## config.mk

```make
export PLATFORM = sky130hd
export DESIGN_NAME = sorted_slot_cursor_allocator
export DESIGN_NICKNAME = d
export VERILOG_FILES = /design/src/hw/rtl/ssca_pkg.sv /design/src/hw/rtl/ssca_table.sv /design/src/hw/rtl/sorted_slot_cursor_allocator.sv
export SDC_FILE = /design/constraint.sdc
export NUM_CORES = 2
export LEC_CHECK = 0
export ABC_AREA = 1
export BUFFER_PORTS_ARGS = -buffer_cell sky130_fd_sc_hd__clkbuf_2
export CAP_MARGIN = 40
export CELL_PAD_IN_SITES_DETAIL_PLACEMENT = 0
export CELL_PAD_IN_SITES_GLOBAL_PLACEMENT = 1
export CORE_MARGIN = 2
export CORE_UTILIZATION = 47
export CTS_CLUSTER_SIZE = 28
export DETAILED_ROUTE_END_ITERATION = 8
export PLACE_DENSITY = 0.83
export SYNTH_ARGS = -nofsm -noshare
export SYNTH_HDL_FRONTEND = slang
export SYNTH_SLANG_ARGS = --single-unit
```

## constraint.sdc

```tcl
create_clock -name clk -period 5.8 [get_ports clk]
set_input_delay 0.87 -clock clk [delete_from_list [all_inputs] [get_ports clk]]
set_output_delay 0.87 -clock clk [all_outputs]
set_load 0.05 [all_outputs]
```

## src/hw/rtl/ssca_pkg.sv

```systemverilog
package ssca_pkg;

  typedef enum logic [2:0] {
    REQ_CLEAR     = 3'd0,
    REQ_INS_PERM  = 3'd1,
    REQ_INS_PLAN  = 3'd2,
    REQ_NEAREST   = 3'd3,
    REQ_NEXT_PERM = 3'd4,
    REQ_DRAIN     = 3'd5,
    REQ_RST_PLAN  = 3'd6,
    REQ_RST_PERM  = 3'd7
  } req_t;

  typedef enum logic [1:0] {
    ST_OK    = 2'd0,
    ST_FULL  = 2'd1,
    ST_NONE  = 2'd2
  } status_t;

  typedef enum logic [3:0] {
    S_IDLE,
    S_INS_RD,
    S_INS_CHK,
    S_NQ_RD,
    S_NQ_CHK,
    S_DUP_RD,
    S_DUP_CHK,
    S_NX_RD,
    S_DR_RD,
    S_DR_OUT,
    S_RESP
  } state_t;

  typedef struct packed {
    logic [31:0] slot_value;
    logic        found;
    logic        last;
    status_t     status;
  } result_t;

  localparam logic [7:0] ADDR_GUARD = 8'h00;

endpackage

```

## src/hw/rtl/ssca_table.sv

```systemverilog
module ssca_table #(
  parameter int DEPTH = 32,
  parameter int AW = 5
) (
  input  logic          clk,
  input  logic          we,
  input  logic [AW-1:0] waddr,
  input  logic [31:0]   wdata,
  input  logic [AW-1:0] raddr,
  output logic [31:0]   rdata
);

  logic [31:0] mem [DEPTH];

  always_ff @(posedge clk) begin
    if (we) begin
      mem[waddr] <= wdata;
    end
    rdata <= mem[raddr];
  end

endmodule

```

## src/hw/rtl/sorted_slot_cursor_allocator.sv

```systemverilog
// Sorted slot cursor allocator.
// Requests enter on the s_axis channel: tdata[2:0] is the request type and
// tdata[34:3] the signed moment. Results leave on m_axis: tdata[31:0] is the
// slot value, tdata[32] found, tdata[34:33] status, and tlast marks the final
// result of a request. Every request gives one result, except a drain, which
// gives one result per unused planned slot (up to the table depth), or one
// result with status none when none is left. One request is handled at a
// time. Both tables live in single-port-read synchronous memories; an insert
// walks from the tail down, shifting each larger entry up by one. A nearest
// query scans from the cursor, then rescans from the start for the first
// duplicate of the hit. Drain emits the unused planned slots in order.
// A result waits in the output register while the receiver stalls; the
// block holds its walk until that register is free.
// Reset empties both tables and rewinds both cursors; the guard margin
// register, written over the APB port, resets to zero.
module sorted_slot_cursor_allocator #(
  parameter int TABLE_DEPTH = 32
) (
  input  logic        clk,
  input  logic        rst,
  input  logic        s_axis_tvalid,
  output logic        s_axis_tready,
  input  logic [39:0] s_axis_tdata,   // req_type[2:0], moment[34:3], zero pad
  output logic        m_axis_tvalid,
  input  logic        m_axis_tready,
  output logic [39:0] m_axis_tdata,   // slot_value[31:0], found[32], status[34:33]
  output logic        m_axis_tlast,
  input  logic        psel,
  input  logic        penable,
  input  logic        pwrite,
  input  logic [1:0]  paddr,
  input  logic [31:0] pwdata,
  output logic [31:0] prdata,
  output logic        pready
);

  localparam int AW = (TABLE_DEPTH > 1) ? $clog2(TABLE_DEPTH) : 1;
  localparam int CW = $clog2(TABLE_DEPTH + 1);
  localparam logic [CW-1:0] DEPTH_C = CW'(TABLE_DEPTH);

  logic [15:0] guard;
  ssca_pkg::state_t state, state_next;
  logic        sel_plan;      // walk is on the planned table
  logic signed [31:0] mom;
  logic [CW-1:0] perm_cnt, perm_used, plan_cnt, plan_used;
  logic [CW-1:0] idx;
  logic [31:0]   hit_val;
  ssca_pkg::result_t res;
  logic          res_valid;
  logic          res_load;
  ssca_pkg::status_t acc_status;

  // memories
  logic          pm_we, pl_we;
  logic [AW-1:0] waddr, raddr;
  logic [31:0]   wdata, pm_rd, pl_rd, rd;

  ssca_table #(.DEPTH(TABLE_DEPTH), .AW(AW)) u_perm (
    .clk(clk), .we(pm_we), .waddr(waddr), .wdata(wdata), .raddr(raddr), .rdata(pm_rd)
  );
  ssca_table #(.DEPTH(TABLE_DEPTH), .AW(AW)) u_plan (
    .clk(clk), .we(pl_we), .waddr(waddr), .wdata(wdata), .raddr(raddr), .rdata(pl_rd)
  );

  assign rd = sel_plan ? pl_rd : pm_rd;
  assign pready = 1'b1;
  assign prdata = {16'd0, guard};
  assign s_axis_tready = (state == ssca_pkg::S_IDLE) && !res_valid;
  assign m_axis_tvalid = res_valid;
  assign m_axis_tdata = {5'd0, res.status, res.found, res.slot_value};
  assign m_axis_tlast = res.last;

  logic signed [33:0] lhs;
  assign lhs = 34'(signed'(rd)) - 34'(signed'({1'b0, guard}));
  logic out_free;
  assign out_free = !res_valid || m_axis_tready;

  // Starting status of the first result, set when the request is taken.
  // A full insert answers full; a drain with nothing left answers none without a walk.
  always_comb begin
    acc_status = ssca_pkg::ST_OK;
    case (ssca_pkg::req_t'(s_axis_tdata[2:0]))
      ssca_pkg::REQ_INS_PERM: if (perm_cnt >= DEPTH_C) acc_status = ssca_pkg::ST_FULL;
      ssca_pkg::REQ_INS_PLAN: if (plan_cnt >= DEPTH_C) acc_status = ssca_pkg::ST_FULL;
      ssca_pkg::REQ_DRAIN:    if (plan_used >= plan_cnt) acc_status = ssca_pkg::ST_NONE;
      default: ;
    endcase
  end

  always_ff @(posedge clk) begin
    if (rst) begin
      guard <= '0;
    end else if (psel && penable && pwrite && paddr == ssca_pkg::ADDR_GUARD[1:0]) begin
      guard <= pwdata[15:0];
    end
  end

  always_ff @(posedge clk) begin
    if (rst) begin
      state <= ssca_pkg::S_IDLE;
    end else begin
      state <= state_next;
    end
  end

  // Memory access decode is combinational on the current state.
  always_comb begin
    pm_we = 1'b0;
    pl_we = 1'b0;
    waddr = idx[AW-1:0];
    wdata = mom;
    raddr = idx[AW-1:0];
    res_load = 1'b0;
    state_next = state;
    unique case (state)
      ssca_pkg::S_IDLE: begin
        // Keep the permitted cursor entry on the read port for next-permitted.
        raddr = perm_used[AW-1:0];
        if (s_axis_tvalid && s_axis_tready) begin
          unique case (ssca_pkg::req_t'(s_axis_tdata[2:0]))
            ssca_pkg::REQ_INS_PERM: state_next = (perm_cnt >= DEPTH_C) ?
                                      ssca_pkg::S_RESP : ssca_pkg::S_INS_RD;
            ssca_pkg::REQ_INS_PLAN: state_next = (plan_cnt >= DEPTH_C) ?
                                      ssca_pkg::S_RESP : ssca_pkg::S_INS_RD;
            ssca_pkg::REQ_NEAREST:   state_next = ssca_pkg::S_NQ_RD;
            ssca_pkg::REQ_NEXT_PERM: state_next = ssca_pkg::S_NX_RD;
            ssca_pkg::REQ_DRAIN:     state_next = ssca_pkg::S_DR_RD;
            default:                 state_next = ssca_pkg::S_RESP;
          endcase
        end
      end
      ssca_pkg::S_INS_RD: begin
        raddr = AW'(idx - CW'(1));
        if (idx == '0) begin
          pm_we = !sel_plan;
          pl_we = sel_plan;
          state_next = ssca_pkg::S_RESP;
        end else begin
          state_next = ssca_pkg::S_INS_CHK;
        end
      end
      ssca_pkg::S_INS_CHK: begin
        pm_we = !sel_plan;
        pl_we = sel_plan;
        if ($signed(rd) > mom) begin
          wdata = rd;
          state_next = ssca_pkg::S_INS_RD;
        end else begin
          state_next = ssca_pkg::S_RESP;
        end
      end
      ssca_pkg::S_NQ_RD: begin
        state_next = (idx < perm_cnt) ? ssca_pkg::S_NQ_CHK : ssca_pkg::S_RESP;
      end
      ssca_pkg::S_NQ_CHK: begin
        state_next = (lhs >= 34'(mom)) ? ssca_pkg::S_DUP_RD : ssca_pkg::S_NQ_RD;
      end
      ssca_pkg::S_DUP_RD:  state_next = ssca_pkg::S_DUP_CHK;
      ssca_pkg::S_DUP_CHK: begin
        state_next = (rd == hit_val) ? ssca_pkg::S_RESP : ssca_pkg::S_DUP_RD;
      end
      ssca_pkg::S_NX_RD:   state_next = ssca_pkg::S_RESP;
      ssca_pkg::S_DR_RD: begin
        // An empty drain skips the walk.
        if (idx >= plan_cnt) begin
          res_load = 1'b1;
          state_next = ssca_pkg::S_IDLE;
        end else begin
          state_next = ssca_pkg::S_DR_OUT;
        end
      end
      ssca_pkg::S_DR_OUT: begin
        if (out_free) begin
          res_load = 1'b1;
          state_next = (idx + CW'(1) < plan_cnt) ? ssca_pkg::S_DR_RD : ssca_pkg::S_IDLE;
        end
      end
      ssca_pkg::S_RESP: begin
        if (out_free) begin
          res_load = 1'b1;
          state_next = ssca_pkg::S_IDLE;
        end
      end
      default: state_next = ssca_pkg::S_IDLE;
    endcase
  end

  // Datapath and result register.
  always_ff @(posedge clk) begin
    if (rst) begin
      perm_cnt  <= '0;
      perm_used <= '0;
      plan_cnt  <= '0;
      plan_used <= '0;
      res_valid <= 1'b0;
    end else begin
      if (res_load) res_valid <= 1'b1;
      else if (m_axis_tready) res_valid <= 1'b0;
      unique case (state)
        ssca_pkg::S_IDLE: begin
          if (s_axis_tvalid && s_axis_tready) begin
            mom <= s_axis_tdata[34:3];
            res <= '{slot_value: '0, found: 1'b0, last: 1'b1, status: acc_status};
            sel_plan <= 1'b0;
            unique case (ssca_pkg::req_t'(s_axis_tdata[2:0]))
              ssca_pkg::REQ_CLEAR: begin
                perm_cnt <= '0; perm_used <= '0; plan_cnt <= '0; plan_used <= '0;
              end
              ssca_pkg::REQ_INS_PERM: idx <= perm_cnt;
              ssca_pkg::REQ_INS_PLAN: begin
                idx <= plan_cnt;
                sel_plan <= 1'b1;
              end
              ssca_pkg::REQ_NEAREST, ssca_pkg::REQ_NEXT_PERM: idx <= perm_used;
              ssca_pkg::REQ_DRAIN: begin
                idx <= plan_used;
                sel_plan <= 1'b1;
              end
              ssca_pkg::REQ_RST_PLAN: plan_used <= '0;
              default: perm_used <= '0;
            endcase
          end
        end
        ssca_pkg::S_INS_RD: begin
          if (idx == '0) begin
            if (sel_plan) plan_cnt <= plan_cnt + CW'(1);
            else perm_cnt <= perm_cnt + CW'(1);
          end
        end
        ssca_pkg::S_INS_CHK: begin
          if ($signed(rd) > mom) begin
            idx <= idx - CW'(1);
          end else if (sel_plan) begin
            plan_cnt <= plan_cnt + CW'(1);
          end else begin
            perm_cnt <= perm_cnt + CW'(1);
          end
        end
        ssca_pkg::S_NQ_RD: begin
          if (idx >= perm_cnt) res.status <= ssca_pkg::ST_NONE;
        end
        ssca_pkg::S_NQ_CHK: begin
          if (lhs >= 34'(mom)) begin
            hit_val <= rd;
            idx <= '0;
          end else begin
            idx <= idx + CW'(1);
          end
        end
        ssca_pkg::S_DUP_CHK: begin
          if (rd == hit_val) begin
            perm_used <= idx + CW'(1);
            res.slot_value <= hit_val;
            res.found <= 1'b1;
          end else begin
            idx <= idx + CW'(1);
          end
        end
        ssca_pkg::S_NX_RD: begin
          if (idx < perm_cnt) begin
            perm_used <= idx + CW'(1);
            res.slot_value <= pm_rd;
            res.found <= 1'b1;
          end else begin
            res.status <= ssca_pkg::ST_NONE;
          end
        end
        ssca_pkg::S_DR_OUT: begin
          if (out_free) begin
            res <= '{slot_value: rd, found: 1'b1,
                     last: !(idx + CW'(1) < plan_cnt), status: ssca_pkg::ST_OK};
            plan_used <= idx + CW'(1);
            idx <= idx + CW'(1);
          end
        end
        default: ;
      endcase
    end
  end

endmodule

```

## Word level (Yosys, flattened, before mapping)

Memories as Yosys holds them, arrays and structs flattened. A register that Yosys moved wholly into a read port is not among the register bits.
Cells that the tools add are included.
W data, S select, Z words.

| storage, ports and cells | value |
|---|---|
| register bits | 152 |
| latch bits | 0 |
| memory bits (writable) | 2048 |
| memory bits (read-only) | 0 |
| input bits | 81 |
| memories kept | 2 |

| cells by class | value |
|---|---|
| $add $sub $neg | 5 |
| multiply operators | 0 |
| div/mod/pow operators | 0 |
| $lt $le $gt $ge | 9 |
| equality and inequality tests | 32 |
| shift-type cells | 0 |
| mux-type cells | 70 |
| bitwise logic cells | 1 |
| reductions and logical operators | 35 |

Memories:

| memory | depth | width | rd ports | clocked after memory_dff | wr ports | line | RTL |
|---|---|---|---|---|---|---|---|
| u_perm.mem | 32 | 32 | 1 | 1 | 1 | ssca_table.sv:13 | `logic [31:0] mem [DEPTH];` |
| u_plan.mem | 32 | 32 | 1 | 1 | 1 | ssca_table.sv:13 |  |

Operator list:

| kind | count |
|---|---|
| $pmux W33 S4 | 1 |
| $mux W6 | 19 |
| $mux W32 | 3 |
| $mux W36 | 2 |
| $mux W33 | 2 |
| $pmux W6 S3 | 3 |
| $mux W4 | 11 |
| $pmux W4 S11 | 1 |
| $ge A33 B32 Y1 | 1 |
| $sub A32 B17 Y33 | 1 |
| $eq A32 B32 Y1 | 1 |
| $gt A32 B32 Y1 | 1 |
| $pmux W6 S5 | 1 |
| $ne A2 B2 Y1 const B | 12 |
| $pmux W6 S4 | 1 |
| $pmux W4 S5 | 1 |
| $add A6 B1 Y6 const B | 3 |
| $ge A6 B6 Y1 | 3 |
| $eq A4 B3 Y1 const B | 4 |
| $mux W1 | 13 |
| $eq A4 B4 Y1 const B | 3 |
| $ge A6 B6 Y1 const B | 2 |
| $lt A6 B6 Y1 | 2 |
| $pmux W6 S2 | 1 |
| other kinds (33) | 60 |

## Logic depth before layout (Yosys ltp)

| depth | value |
|---|---|
| depth after elaboration | 5 |
| gate-level depth with buffers | 34 |

## Modules after synthesis

Synthesis repeated with hierarchy kept, for this count alone.

| second synthesis, totals | value |
|---|---|
| cells, all modules | 8628 |
| area, all modules | 96364.9 sq um |

By module, submodules not included:

| module | instances | cells an instance | area an instance (sq um) |
|---|---|---|---|
| ssca_table | 2 | 3536 | 42405.7 |
| sorted_slot_cursor_allocator | 1 | 1556 | 11553.6 |

## Least setup slack after synthesis

No wires, ideal clock.

| timing | value |
|---|---|
| path type | reg2reg |
| start | register sel_plan |
| end | memory u_perm.mem[0][10], data pin |
| setup time | 0.702 ns |
| arrival | 4.918 ns |
| required time | 5.098 ns |
| path slack | 0.180 ns |
| stages on the path, launching flop included | 19 |
| path buffers | 3 |
| path through | edfxtp_1 > buf_6 > clkinv_2 > buf_2 > nand2_1 > nand2_1 > inv_1 > ha_1 > nand2_1 > nor2_1 > nand2_1 > nor4_1 > nand2_1 > nand2_1 > nand2_1 > nand4_1 > inv_1 > clkbuf_1 > o21ai_0 |

| on the way | value |
|---|---|
| word-level cells in the longest chain between the ends | 4 |

Ends and longest elaborated chain:

| element | line | RTL |
|---|---|---|
| start, declared | sorted_slot_cursor_allocator.sv:43 | `logic sel_plan;` |
| start signal, assigned | sorted_slot_cursor_allocator.sv:204 | `sel_plan <= 1'b0;` |
| start signal, assigned | sorted_slot_cursor_allocator.sv:212 | `sel_plan <= 1'b1;` |
| start signal, assigned | sorted_slot_cursor_allocator.sv:217 | `sel_plan <= 1'b1;` |
| $mux W32 | sorted_slot_cursor_allocator.sv:65 | `assign rd = sel_plan ? pl_rd : pm_rd;` |
| via rd[25] | sorted_slot_cursor_allocator.sv:56 | `logic [31:0] wdata, pm_rd, pl_rd, rd;` |
| $gt A32 B32 Y1 | sorted_slot_cursor_allocator.sv:145 | `if ($signed(rd) > mom) begin` |
| $mux W32 | sorted_slot_cursor_allocator.sv:145 |  |
| $mux W32 | sorted_slot_cursor_allocator.sv:115 | `unique case (state)` |
| via u_perm.wdata[10] | ssca_table.sv:8 | `input logic [31:0] wdata,` |
| end, declared | ssca_table.sv:13 |  |

The timed path passes the listed nets, and every way through them passes these cells.

## Worst setup path after layout

| timing | value |
|---|---|
| start | register sel_plan |
| end | register hit_val[10], enable pin |

| on the way | value |
|---|---|
| word-level cells in the longest chain between the ends | 4 |

Ends and longest elaborated chain:

| element | line | RTL |
|---|---|---|
| $mux W32 | sorted_slot_cursor_allocator.sv:65 |  |
| via rd[2] | sorted_slot_cursor_allocator.sv:56 |  |
| $sub A32 B17 Y33 | sorted_slot_cursor_allocator.sv:74 | `assign lhs = 34'(signed'(rd)) - 34'(signed'({1'b0, guard}));` |
| $ge A33 B32 Y1 | sorted_slot_cursor_allocator.sv:243 | `if (lhs >= 34'(mom)) begin` |
| $reduce_and A3 Y1 (no source line) | n/a |  |
| end signal, assigned | sorted_slot_cursor_allocator.sv:244 | `hit_val <= rd;` |
| end, declared | sorted_slot_cursor_allocator.sv:47 | `logic [31:0] hit_val;` |

The timed path passes the listed nets, and every way through them passes these cells.
A chain may end at the register's enable or synchronous reset.

==> impl_metrics.ini <==
[sta]
post-route-period-util = 0.918
drv_slew = 0
worstMarginPinSlew_ns = 1.03
hold_slack_ns = 0.164
final.setup_skew_ns = 0.0643
max_slew_margin = 0.313
layout_setup_ws_ns = 0.477
final_hold_viol_count = 0
finalCriticalPeriod_ns = 5.32
fin_setup_tns_ns = 0
grt_setup_unrepaired = no
fmax_mhz = 188
setup_viol = 0

[floorplan]
fp-row-count = 165
dieArea_sq_mm = 0.206
die_y_microns = 454
core_sq_mm = 0.202
start_util = 0.471
io_pins = 157
chipWidth_microns = 454

[grt]
overflow = 0
grt_antenna_before_repair = 14
grt_pass1_wl_microns = 392000
grt_max_degree = 216
gr-usage-all-layers = 0.259
grt_pass1_vias = 60115

[synth]
synthFlopType = edfxtp_1
async_flop_share = 0
synth_warnings = 0
syn_area_sq_mm = 0.0951
synthTopCellsByArea = edfxtp_1 68%, nand2_1 5.3%, o21ai_0 4.0%
syn_inst = 8048
ys_seq_elements = 2264
synth_edf_count = 2155
yosysSeqAreaShare = 0.704
avgSynthCellArea_sq_um = 11.8
synthMostInstantiatedCell = edfxtp_1
synth.largest_area_cell = edfxtp_1
synth.distinct_cells = 58
synth_top_area_frac = 0.681
synth_commonest_cells = 2155 x edfxtp_1, 1335 x nand2_1, 765 x o21ai_0, 705 x nor2_1, 576 x inv_1

[min_path]
hp-start = s_axis_tdata[13]
hold_path.class = in -> reg
hold_end = mom[10]$_DFFE_PP_
hold_depth = 1

[setup_path]
ff2ff_setup_slack_ns = 0.48
crit_type = reg -> reg
worstSetupEndpointType = flip-flop
arrival_ns = 5.87
reg2reg_depth = 27
critPathMaxFanout = 29
r2r_end = hit_val[10]$_DFFE_PP_
timing.rr.start = sel_plan$_DFFE_PP_
cp-start-kind = flip-flop
crit_required_ns = 6.35

[clock_network]
clk_path_buf_depth = 3
cts.htree.levels = 4
cts_buffers = 220
cts_setup_buffers = 0
cts_sinks = 2264
cts_tree = done
ctsHoldBuffers = 0
clk_latency_ns = 0.90
path_clk_slew_ns = 0.07
cts_root_buf = clkbuf_16

[placement]
place_hpwl_microns = 154000
gp_congestion = 0.910
io_buffers = 113
dp_slack_ns = 0.330

[run]
maxCapViolCount = 0

[drt]
dr.pass1.iters = 6
ant_nets = 0
via_per_inst = 5.87
drt-initial-drc-count = 8694
wl_per_cell_microns = 24.7
vias = 64543
route.detailed.drc = 0
totalWireLength_microns = 272000

[layout]
fillers = 16429
syn_to_final_growth_pct = 13.0
drive_gt1_frac = 0.108
final_nets = 8321

[outcome]
outcome = complete, no violations
timing repair:
| action | CTS | global route |
|---|---|---|
| setup endpoints to repair | 0 | 34 |
| gates resized for setup | 0 | 3 |
| endpoints found under the hold margin | 0 | 0 |
registers in the layout, indices dropped and copies added, names as in the netlist:
register	flops
guard	16
hit_val	32
idx	6
m_axis_tdata	35
m_axis_tlast	1
m_axis_tvalid	1
mom	32
perm_cnt	6
perm_used	6
plan_cnt	6
plan_used	6
sel_plan	1
state	4
u_perm.mem	1024
u_perm.rdata	32
u_plan.mem	1024
u_plan.rdata	32
logic make-up after synthesis:
kind of cell    count (synthesis)  share of synthesized area
fa+ha+maj                     116                     0.0153
other cells                     2                  0.0000790
simple gates                 2686                      0.118
xor+xnor                       43                    0.00396
flops                        2264                      0.704
buf+inv                      1085                     0.0499
compound gates               1852                      0.110
area by class of cell:
cell class                 count  area (sq um)  share of cell area
multi-input combinational   4719         24400               0.227
timing repair buffer         331          3050              0.0284
antenna                        3          7.51           0.0000699
inverter                     588          2240              0.0209
tap                         2672          3340              0.0311
sequential                  2264         66900               0.623
clock inverter               149          1740              0.0162
clock buffer                 268          5760              0.0536
how the worst max path moves through the flow:
stage,startpoint,end,slack [ns],cells after the start
2_1_floorplan,sel_plan$_DFFE_PP_,u_perm.mem[0][10]$_DFFE_PP_,0.18,18
3_3_place_gp,sel_plan$_DFFE_PP_,hit_val[4]$_DFFE_PP_,0.33,30
3_5_place_dp,sel_plan$_DFFE_PP_,hit_val[4]$_DFFE_PP_,0.33,28
4_1_cts,sel_plan$_DFFE_PP_,hit_val[12]$_DFFE_PP_,0.31,28
5_1_grt,sel_plan$_DFFE_PP_,hit_val[15]$_DFFE_PP_,0.08,30
6_report,sel_plan$_DFFE_PP_,hit_val[10]$_DFFE_PP_,0.48,27
placed cells by master, fill, tap and decap left out, types with 42 or more instances in the layout:
cell / Yosys / final
clkinv_2: 1 / 46
o211ai_1: 211 / 211
buf_12: 0 / 66
ha_1: 115 / 115
clkbuf_1: 180 / 42
or2_2: 100 / 100
inv_1: 576 / 574
a21oi_1: 94 / 94
or2_1: 50 / 50
clkbuf_16: 0 / 221
o21ai_1: 353 / 355
nor2_1: 705 / 657
o22ai_1: 376 / 376
edfxtp_1: 2155 / 2155
nand3_1: 412 / 412
clkinv_1: 3 / 48
nand2_1: 1335 / 1333
dfxtp_1: 109 / 109
nor2_4: 4 / 52
o21ai_0: 765 / 731
buf_4: 52 / 149
clkbuf_2: 19 / 113
routing by layer:
layer / global-route usage / wire, microns / up-vias
li1: - / - / 28865
met1: 0.363 / 109000 / 31739
met2: 0.400 / 123000 / 3433
met3: 0.0442 / 28300 / 500
met4: 0.108 / 11800 / 6
met5: 0 / 41 / -
stage by stage:
| step | instances | util | instance area (sq um) |
|---|---|---|---|
| after floorplan | 8068 | - | 95200 |
| after global placement | 10553 | 0.493 | 99500 |
| after detailed placement | 10574 | 0.495 | 99900 |
| after CTS | 10991 | 0.533 | 107000 |
| after global routing | 10992 | 0.533 | 107000 |
| final | 10994 | 0.533 | 107000 |
critical path: stages (launching register included):
cell and delay (ns):
edfxtp_1 0.42, clkinv_2 0.31, nand2_1 0.18, nand2_1 0.23, ha_1 0.42, a21oi_1 0.14, nand2_1 0.10, a21oi_1 0.24
o21ai_1 0.18, a21boi_0 0.41, o21bai_1 0.20, nand2_1 0.13, nand3_1 0.10, xor2_1 0.19, ha_1 0.30, nand2_1 0.06
nor2_1 0.17, nand3b_1 0.10, nor2_1 0.13, nand2_1 0.06, nand2_1 0.05, nor2_1 0.04, nand2_1 0.05, nand2_1 0.05
nand2_1 0.12, nand2_1 0.12, nor2_4 0.18, buf_12 0.25
Power is not shown: default switching activity piles up to over one toggle a cycle in this logic, so the estimate is an artifact.
